==> config.mk <==
export PLATFORM = sky130hd
export DESIGN_NAME = ultrasonic_ranger_proximity_top
export DESIGN_NICKNAME = d
export VERILOG_FILES = /design/src/hdl/urp_pkg.sv /design/src/hdl/urp_csr.sv /design/src/hdl/urp_trigger.sv /design/src/hdl/urp_echo.sv /design/src/hdl/ultrasonic_ranger_proximity_top.sv
export SDC_FILE = /design/constraint.sdc
export NUM_CORES = 1
export LEC_CHECK = 0
export BUFFER_PORTS_ARGS = -buffer_cell sky130_fd_sc_hd__buf_4
export CORE_ASPECT_RATIO = 0.6
export CORE_MARGIN = 1.5
export CORE_UTILIZATION = 50
export CTS_BUF_LIST = sky130_fd_sc_hd__clkbuf_8 sky130_fd_sc_hd__clkbuf_16
export DETAILED_ROUTE_END_ITERATION = 7
export HOLD_SLACK_MARGIN = 0.12
export PLACE_DENSITY_LB_ADDON = 0.25
export REMOVE_ABC_BUFFERS = 1
export SLEW_MARGIN = 20
export SYNTH_ARGS = -nofsm -noshare
export SYNTH_HDL_FRONTEND = slang
export SYNTH_SLANG_ARGS = --single-unit
==> constraint.sdc <==
create_clock -name clock -period 4.5 [get_ports clock]
set_clock_uncertainty 0.15 [all_clocks]
set_input_delay 0.225 -clock clock [delete_from_list [all_inputs] [get_ports clock]]
set_output_delay 0.225 -clock clock [all_outputs]
set_load 0.05 [all_outputs]
==> src/hdl/urp_pkg.sv <==
// Package for the ultrasonic ranger: configuration and result types,
// register address codes and timing constants. No dependencies.
package urp_pkg;

   localparam int unsigned PeriodWidth    = 20;
   localparam int unsigned DistWidth      = 11;
   localparam int unsigned CountWidth     = 8;
   localparam int unsigned WidthUsWidth   = 16;
   localparam int unsigned SubTickWidth   = 6;
   localparam int unsigned AddrWidth      = 4;
   localparam int unsigned CsrDataWidth   = 32;

   localparam logic [SubTickWidth-1:0] CmTicks     = 6'd58;
   localparam logic [PeriodWidth-1:0]  TrigLowUs   = 20'd20;
   localparam logic [PeriodWidth-1:0]  TrigHighUs  = 20'd20;
   localparam logic [WidthUsWidth-1:0] WidthMax    = 16'hFFFF;
   localparam logic [CountWidth-1:0]   NearMax     = 8'hFF;

   localparam logic [PeriodWidth-1:0] PeriodReset    = 20'd60000;
   localparam logic [DistWidth-1:0]   ThresholdReset = 11'd15;
   localparam logic [CountWidth-1:0]  LimitReset     = 8'd5;

   localparam logic [1:0] RegTriggerPeriod = 2'd0;
   localparam logic [1:0] RegNearThreshold = 2'd1;
   localparam logic [1:0] RegNearLimit     = 2'd2;

   typedef struct packed {
      logic [PeriodWidth-1:0] trigger_period_us;
      logic [DistWidth-1:0]   near_threshold_cm;
      logic [CountWidth-1:0]  near_count_limit;
   } urp_cfg_type;

   typedef struct packed {
      logic [DistWidth-1:0] range_cm;
      logic                 measure_done;
      logic                 near_flag;
   } urp_echo_rsp_type;

endpackage

==> src/hdl/urp_csr.sv <==
// Configuration register file of the ultrasonic ranger on an APB-style port.
// Depends on urp_pkg.
module urp_csr (
   input  logic                              clock,
   input  logic                              reset,
   input  logic                              csr_psel,
   input  logic                              csr_penable,
   input  logic                              csr_pwrite,
   input  logic [urp_pkg::AddrWidth-1:0]     csr_paddr,
   input  logic [urp_pkg::CsrDataWidth-1:0]  csr_pwdata,
   output logic [urp_pkg::CsrDataWidth-1:0]  csr_prdata,
   output logic                              csr_pready,
   output urp_pkg::urp_cfg_type              cfg_o
);
   import urp_pkg::*;

   urp_cfg_type cfg_ff, cfg_in;
   logic        wr_en;
   logic [1:0]  reg_idx;

   assign csr_pready = 1'b1;
   assign wr_en      = csr_psel & csr_penable & csr_pwrite & csr_pready;
   assign reg_idx    = csr_paddr[3:2];
   assign cfg_o      = cfg_ff;

   always_comb begin
      cfg_in = cfg_ff;
      if (wr_en) begin
         unique case (reg_idx)
            RegTriggerPeriod: cfg_in.trigger_period_us = csr_pwdata[PeriodWidth-1:0];
            RegNearThreshold: cfg_in.near_threshold_cm = csr_pwdata[DistWidth-1:0];
            RegNearLimit:     cfg_in.near_count_limit  = csr_pwdata[CountWidth-1:0];
            default:          cfg_in = cfg_ff;
         endcase
      end
   end

   always_comb begin
      unique case (reg_idx)
         RegTriggerPeriod: csr_prdata = {{(CsrDataWidth-PeriodWidth){1'b0}},
                                         cfg_ff.trigger_period_us};
         RegNearThreshold: csr_prdata = {{(CsrDataWidth-DistWidth){1'b0}},
                                         cfg_ff.near_threshold_cm};
         RegNearLimit:     csr_prdata = {{(CsrDataWidth-CountWidth){1'b0}},
                                         cfg_ff.near_count_limit};
         default:          csr_prdata = '0;
      endcase
   end

   always_ff @(posedge clock) begin
      if (reset) begin
         cfg_ff.trigger_period_us <= PeriodReset;
         cfg_ff.near_threshold_cm <= ThresholdReset;
         cfg_ff.near_count_limit  <= LimitReset;
      end else begin
         cfg_ff <= cfg_in;
      end
   end

endmodule

==> src/hdl/urp_trigger.sv <==
// Trigger pulse generator of the ultrasonic ranger: a period counter
// advanced once per tick. Depends on urp_pkg.
module urp_trigger (
   input  logic                                clock,
   input  logic                                reset,
   input  logic                                step_i,
   input  logic [urp_pkg::PeriodWidth-1:0]     period_i,
   output logic                                trigger_o
);
   import urp_pkg::*;

   logic [PeriodWidth-1:0] count_ff, count_in;
   logic [PeriodWidth:0]   count_inc;

   assign trigger_o = (count_ff >= TrigLowUs) && (count_ff < (TrigLowUs + TrigHighUs));
   assign count_inc = {1'b0, count_ff} + {{PeriodWidth{1'b0}}, 1'b1};

   always_comb begin
      count_in = count_ff;
      if (step_i) begin
         if ((period_i <= {{(PeriodWidth-1){1'b0}}, 1'b1}) ||
             (count_inc >= {1'b0, period_i})) begin
            count_in = '0;
         end else begin
            count_in = count_inc[PeriodWidth-1:0];
         end
      end
   end

   always_ff @(posedge clock) begin
      if (reset) begin
         count_ff <= '0;
      end else begin
         count_ff <= count_in;
      end
   end

   a_short_period_holds: assert property (@(posedge clock) disable iff (reset)
      (step_i && period_i <= 20'd1) |=> (count_ff == '0))
      else $error("period counter left zero with a period of one or less");

   a_pulse_in_window: assert property (@(posedge clock) disable iff (reset)
      (trigger_o && step_i && period_i > count_inc[PeriodWidth-1:0] && !count_inc[PeriodWidth])
      |=> (count_ff == $past(count_inc[PeriodWidth-1:0])))
      else $error("period counter skipped a tick during the pulse");

endmodule

==> src/hdl/urp_echo.sv <==
// Echo timer of the ultrasonic ranger: pulse width, centimetre conversion
// and the consecutive near count. Depends on urp_pkg.
module urp_echo (
   input  logic                           clock,
   input  logic                           reset,
   input  logic                           step_i,
   input  logic                           echo_i,
   input  urp_pkg::urp_cfg_type           cfg_i,
   output urp_pkg::urp_echo_rsp_type      rsp_o
);
   import urp_pkg::*;

   logic                    prev_ff, prev_in;
   logic                    armed_ff, armed_in;
   logic [WidthUsWidth-1:0] width_ff, width_in;
   logic [SubTickWidth-1:0] sub_ff, sub_in;
   logic [DistWidth-1:0]    cm_ff, cm_in;
   logic [DistWidth-1:0]    last_ff, last_in;
   logic [CountWidth-1:0]   near_ff, near_in;
   logic                    done;

   always_comb begin
      prev_in  = prev_ff;
      armed_in = armed_ff;
      width_in = width_ff;
      sub_in   = sub_ff;
      cm_in    = cm_ff;
      last_in  = last_ff;
      near_in  = near_ff;
      done     = 1'b0;
      if (step_i) begin
         prev_in = echo_i;
         if (echo_i && !prev_ff) begin
            armed_in = 1'b1;
            width_in = {{(WidthUsWidth-1){1'b0}}, 1'b1};
            sub_in   = {{(SubTickWidth-1){1'b0}}, 1'b1};
            cm_in    = '0;
         end else if (echo_i && armed_ff) begin
            if (width_ff < WidthMax) begin
               width_in = width_ff + 1'b1;
               if (sub_ff == (CmTicks - 1'b1)) begin
                  sub_in = '0;
                  cm_in  = cm_ff + 1'b1;
               end else begin
                  sub_in = sub_ff + 1'b1;
               end
            end
         end else if (!echo_i && prev_ff && armed_ff) begin
            last_in  = cm_ff;
            done     = 1'b1;
            armed_in = 1'b0;
            if (cm_ff < cfg_i.near_threshold_cm) begin
               if (near_ff < NearMax) begin
                  near_in = near_ff + 1'b1;
               end
            end else begin
               near_in = '0;
            end
         end
      end
   end

   assign rsp_o.range_cm     = last_in;
   assign rsp_o.measure_done = done;
   assign rsp_o.near_flag    = (near_in > cfg_i.near_count_limit);

   always_ff @(posedge clock) begin
      if (reset) begin
         prev_ff  <= 1'b0;
         armed_ff <= 1'b0;
         width_ff <= '0;
         sub_ff   <= '0;
         cm_ff    <= '0;
         last_ff  <= '0;
         near_ff  <= '0;
      end else begin
         prev_ff  <= prev_in;
         armed_ff <= armed_in;
         width_ff <= width_in;
         sub_ff   <= sub_in;
         cm_ff    <= cm_in;
         last_ff  <= last_in;
         near_ff  <= near_in;
      end
   end

   a_sub_tick_range: assert property (@(posedge clock) disable iff (reset)
      sub_ff < CmTicks)
      else $error("centimetre sub-counter out of range");

   a_armed_width: assert property (@(posedge clock) disable iff (reset)
      armed_ff |-> (width_ff != '0))
      else $error("armed echo timer with zero width");

   a_done_disarms: assert property (@(posedge clock) disable iff (reset)
      (step_i && done) |=> (!armed_ff && last_ff == $past(cm_ff)))
      else $error("completed measurement did not disarm the timer");

endmodule

==> src/hdl/ultrasonic_ranger_proximity_top.sv <==
// Ultrasonic ranger controller, stepped once per microsecond tick.
//
// Input stream (req_): one transfer per tick carries the sampled echo level
// in bit 0 of req_tdata. Result stream (rsp_): one transfer per input
// transfer carries the trigger level to drive, the latest distance in
// centimetres, a flag marking the tick on which a measurement completed,
// and the near flag.
// Configuration is written through the csr_ port: trigger period at 0x0,
// near threshold at 0x4, near count limit at 0x8; pready is always high.
//
// Each tick passes through an input register and a result register, from
// which its result is offered. Throughput is one tick per cycle while the
// receiver takes each result, set by the single-pass update between the
// two registers. A new tick is taken while a result waits if the input
// register is empty or can drain into the result register. Reset clears
// all state but the data registers and loads the register defaults; no
// clearing pass. When the receiver stalls, the result holds and the input
// register fills, then req_tready falls until the receiver takes the result.
module ultrasonic_ranger_proximity_top (
   input  logic                              clock,
   input  logic                              reset,
   input  logic                              req_tvalid,
   output logic                              req_tready,
   input  logic [7:0]                        req_tdata,   // [0] echo_level, [7:1] zero
   output logic                              rsp_tvalid,
   input  logic                              rsp_tready,
   // [0] trigger_level, [11:1] range_cm, [12] measure_done,
   // [13] near_flag, [15:14] zero
   output logic [15:0]                       rsp_tdata,
   input  logic                              csr_psel,
   input  logic                              csr_penable,
   input  logic                              csr_pwrite,
   input  logic [urp_pkg::AddrWidth-1:0]     csr_paddr,
   input  logic [urp_pkg::CsrDataWidth-1:0]  csr_pwdata,
   output logic [urp_pkg::CsrDataWidth-1:0]  csr_prdata,
   output logic                              csr_pready
);
   import urp_pkg::*;

   urp_cfg_type      cfg;
   urp_echo_rsp_type echo_rsp;
   logic             trigger;
   logic             advance;
   logic             req_xfer;

   logic             in_valid_ff, in_valid_in;
   logic             in_echo_ff;
   logic             rsp_valid_ff, rsp_valid_in;
   logic [15:0]      rsp_data_ff;

   assign advance    = in_valid_ff & (~rsp_valid_ff | rsp_tready);
   assign req_tready = ~in_valid_ff | advance;
   assign req_xfer   = req_tvalid & req_tready;

   assign in_valid_in  = req_xfer | (in_valid_ff & ~advance);
   assign rsp_valid_in = advance | (rsp_valid_ff & ~rsp_tready);

   assign rsp_tvalid = rsp_valid_ff;
   assign rsp_tdata  = rsp_data_ff;

   urp_csr u_csr (
      .clock       (clock),
      .reset       (reset),
      .csr_psel    (csr_psel),
      .csr_penable (csr_penable),
      .csr_pwrite  (csr_pwrite),
      .csr_paddr   (csr_paddr),
      .csr_pwdata  (csr_pwdata),
      .csr_prdata  (csr_prdata),
      .csr_pready  (csr_pready),
      .cfg_o       (cfg)
   );

   urp_trigger u_trigger (
      .clock     (clock),
      .reset     (reset),
      .step_i    (advance),
      .period_i  (cfg.trigger_period_us),
      .trigger_o (trigger)
   );

   urp_echo u_echo (
      .clock  (clock),
      .reset  (reset),
      .step_i (advance),
      .echo_i (in_echo_ff),
      .cfg_i  (cfg),
      .rsp_o  (echo_rsp)
   );

   always_ff @(posedge clock) begin
      if (reset) begin
         in_valid_ff  <= 1'b0;
         rsp_valid_ff <= 1'b0;
      end else begin
         in_valid_ff  <= in_valid_in;
         rsp_valid_ff <= rsp_valid_in;
      end
   end

   always_ff @(posedge clock) begin
      if (req_xfer) begin
         in_echo_ff <= req_tdata[0];
      end
      if (advance) begin
         rsp_data_ff <= {2'b00, echo_rsp.near_flag, echo_rsp.measure_done,
                         echo_rsp.range_cm, trigger};
      end
   end

   a_advance_gives_result: assert property (@(posedge clock) disable iff (reset)
      advance |=> rsp_valid_ff)
      else $error("stepped tick produced no result");

   a_pending_tick_kept: assert property (@(posedge clock) disable iff (reset)
      (in_valid_ff && !advance) |=> (in_valid_ff && $stable(in_echo_ff)))
      else $error("pending tick lost while the result stage was blocked");

   a_no_overwrite: assert property (@(posedge clock) disable iff (reset)
      (rsp_valid_ff && !rsp_tready) |-> !advance)
      else $error("result overwritten before transfer");

endmodule
==> out/results.txt <==
Initial Util: 52.27%
total track usage: 24.70%
Synth Register Bits: 130
WL met2: 7.380 mm
pin count of the biggest net entering global routing: 67
area of the multi-input gates: 0.003721 mm^2
CP max stage cell: dfxtp_1
worst path cell trace: and4_4, and3_1, nand4_1, nor2_1, xor2_1, ha_1, a41o_1, a211oi_1, o211ai_2, a22oi_2, and3_1, buf_4, a22oi_1, nor2_1
arrival time worst endpoint: 4.33 ns
Root Buffer Master: clkbuf_16
Final ANT Viol Nets: 0
Endpoint, Worst Hold: u_csr.cfg_o[37]$_SDFFE_PP0P_
depth of the most critical reg-to-reg path: 14
flop2flop setup slack: 0.36 ns
EDFF count, synth: 15
layout cell share with drive strength beyond 1: 14.82%
worst hold path startpoint: csr_penable
First-pass DRT Iterations: 6
DRC Markers: 0
io pins: 102
final instance area: 0.008277 mm^2
Hold Path Class: in -> reg
IO Port Bufs: 65
Reg clk slew, reported paths: 0.06 ns
Cells after Synth: 783
final core utilization: 63.22%
final critical-path required period: 4.136 ns
core area: 0.01309 mm^2
RR Startpoint: u_trigger.count_ff[3]$_SDFFE_PP0P_
final net count: 960
Unique masters post-synth: 58
CP Launch Type: flip-flop
die width: 154.0 um
Storage cell area: 0.002753 mm^2
die area: 0.01442 mm^2
final hold violation count: 0
Die H: 93.63 um
delay-heaviest family, CP: simple AND/OR/NAND/NOR gates
vias in the first global route: 5,645
vias per cell: 5.581
antenna diode count: 0
Final setup violation count: 0
DRT Wirelength: 16.95 mm
wire per inst: 16.18 um
Tcrit/Tclk final: 91.91%
fmax: 0.2418 GHz
Slew @ Worst Pin: 1.040 ns
global route overflow: 0
Area after DPL: 0.007407 mm^2
routed vias: 5,843
Req. time, crit path: 4.70 ns
Non-Filler Instances: 1,047
area grow syn2layout: 20.93%
number of max-cap violations: 0
CTS buffer count: 17
clk sinks: 130
Placed Cells: 991
met3 routed WL: 1.062 mm
post-CTS resize count: 0
Syn Area/Cell: 8.741 um^2
Slew Viols, Final: 0
Highest Signal Layer: met4
CP peak stage delay: 0.45 ns
synthesized cell area: 0.006844 mm^2
Hold Crit Depth: 5
outcome: finished, final reports clean
gpl congestion: 0.9036
Clock Path Buffers: 2
CP endpoint kind: flip-flop
yosys synthesis warning count: 0
Fin Setup TNS: 0 ns
H-tree Lvls: 4
Setup CP Type: reg -> reg
fillers: 1,098
hpwl dp: 11.92 mm
Post-synth ARST share: 0%
RSZ-0062 raised after global routing: no
Cell Pwr Density: 352.8 mW/mm^2
commonest cells after routing, fill and taps aside: dfxtp_1, nor2_1, nand2_1
Clk Latency, worst-skew pair: 0.42 ns
top_reg_cell synth: dfxtp_1
worst path bufs/invs: 1
Relative slew margins: 30.62%
num rows: 32
Critical R2R Capture: u_trigger.count_ff[6]$_SDFFE_PP0P_
DP Worst Slack: 0.5246 ns
commonest non-fill, non-tap cell in the layout: dfxtp_1
Post CTS Setup Buffer Count: 0
LEAKAGE: 0.003442 uW
initial DRC count: 359
post-synthesis sequential area ratio: 40.22%
worst-path maximum fanout: 10
Final WS setup: 0.3639 ns
peak supply drop: 0.0002078 V
CTS tree: done
initial antenna violation count: 0
met1 wire length: 8.322 mm
first-pass GRT wire length: 27.81 mm
## synthesized netlist by cell type, drive strengths merged (6+ instances only)
library cell,instances,area (um^2)
dfxtp,115,2302
nor2,91,341.6
nand2,84,315.3
inv,46,172.7
ha,45,563.0
a21oi,37,185.2
nand3,32,160.2
mux2i,27,270.3
xor2,27,236.5
buf,25,168.9
clkbuf,23,86.33
nor3,22,126.4
o21ai,21,105.1
a22oi,16,125.1
xnor2,16,140.1
and2,15,98.85
edfxtp,15,450.4
o211ai,14,110.1
and3,11,73.82
mux2,11,123.9
nand4,10,62.56
a21o,9,67.56
and4,9,83.83
nor4,9,56.30
nand2b,7,43.79
nor2b,6,37.54
## registers in the layout (all words and copies together), names as in the netlist
register            count
in_echo_ff              1
in_valid_ff             1
rsp_tdata              14
rsp_tvalid              1
u_csr.cfg_o            39
u_echo.armed_ff         1
u_echo.cm_ff           11
u_echo.last_ff         11
u_echo.near_ff          8
u_echo.prev_ff          1
u_echo.sub_ff           6
u_echo.width_ff        16
u_trigger.count_ff     20
## worst min-delay path, delay by kind of cell
kind	cells	cell delay, ns
compound gates	1	0.05
buf+inv	1	0.11
simple gates	3	0.30
## routing by layer
metal  up-vias  GRT usage [%]
met3        19          5.561
met2       206          39.06
met4         0          7.524
met5         -              0
li1       2846              -
met1      2772          33.75
## power by group
part           internal (uW)  switching (uW)
Sequential              1190            13.2
Combinational           77.6             165
Clock                    963             512
## what timing repair did
| action | in CTS | in global routing |
|---|---|---|
| setup endpoints to repair | 0 | 0 |
| hold buffers | 24 | 0 |
| endpoints found under the hold margin | 43 | 0 |
## cell type report
| class | count | area share (%) |
|---|---|---|
| sequential | 130 | 33.26 |
| timing repair buffer | 97 | 9.524 |
| clock buffer | 20 | 5.639 |
| multi-input combinational | 572 | 44.96 |
| inverter | 46 | 2.086 |
| tap | 170 | 2.570 |
| clock inverter | 12 | 1.965 |
## per-stage QoR
stage	hold WS, ns	power [uW]
2_1_floorplan	0.1441	1361
3_3_place_gp	0.2529	1444
3_5_place_dp	0.2606	1449
4_1_cts	0.1498	2930
5_1_grt	0.1790	3005
6_report	0.1631	2920
## how the worst max path moves through the flow
stage                                  startpoint                             endpoint  slack, ns  depth (start not counted)
3_3_place_gp   u_trigger.count_ff[2]$_SDFFE_PP0P_  u_trigger.count_ff[12]$_SDFFE_PP0P_       0.67                         14
6_report       u_trigger.count_ff[3]$_SDFFE_PP0P_   u_trigger.count_ff[6]$_SDFFE_PP0P_       0.36                         14
5_1_grt        u_trigger.count_ff[3]$_SDFFE_PP0P_  u_trigger.count_ff[11]$_SDFFE_PP0P_       0.20                         14
2_1_floorplan               rsp_tvalid$_SDFF_PP0_              rsp_tdata[13]$_DFFE_PP_       0.35                         16
3_5_place_dp   u_trigger.count_ff[2]$_SDFFE_PP0P_  u_trigger.count_ff[12]$_SDFFE_PP0P_       0.52                         14
4_1_cts        u_trigger.count_ff[3]$_SDFFE_PP0P_  u_trigger.count_ff[12]$_SDFFE_PP0P_       0.44                         14
## kinds of logic after synthesis
| logic type | share of synthesized area, % |
|---|---|
| buffers and inverters | 6.252 |
| adder cells (fa/ha/maj) | 8.227 |
| AND/OR/NAND/NOR | 22.19 |
| flip-flops | 40.22 |
| other | 0.1097 |
| AO/OA/AOI/OAI | 11.74 |
| multiplexers | 5.759 |
| XOR/XNOR | 5.503 |
Note: power is estimated with default switching activity, not from simulation.
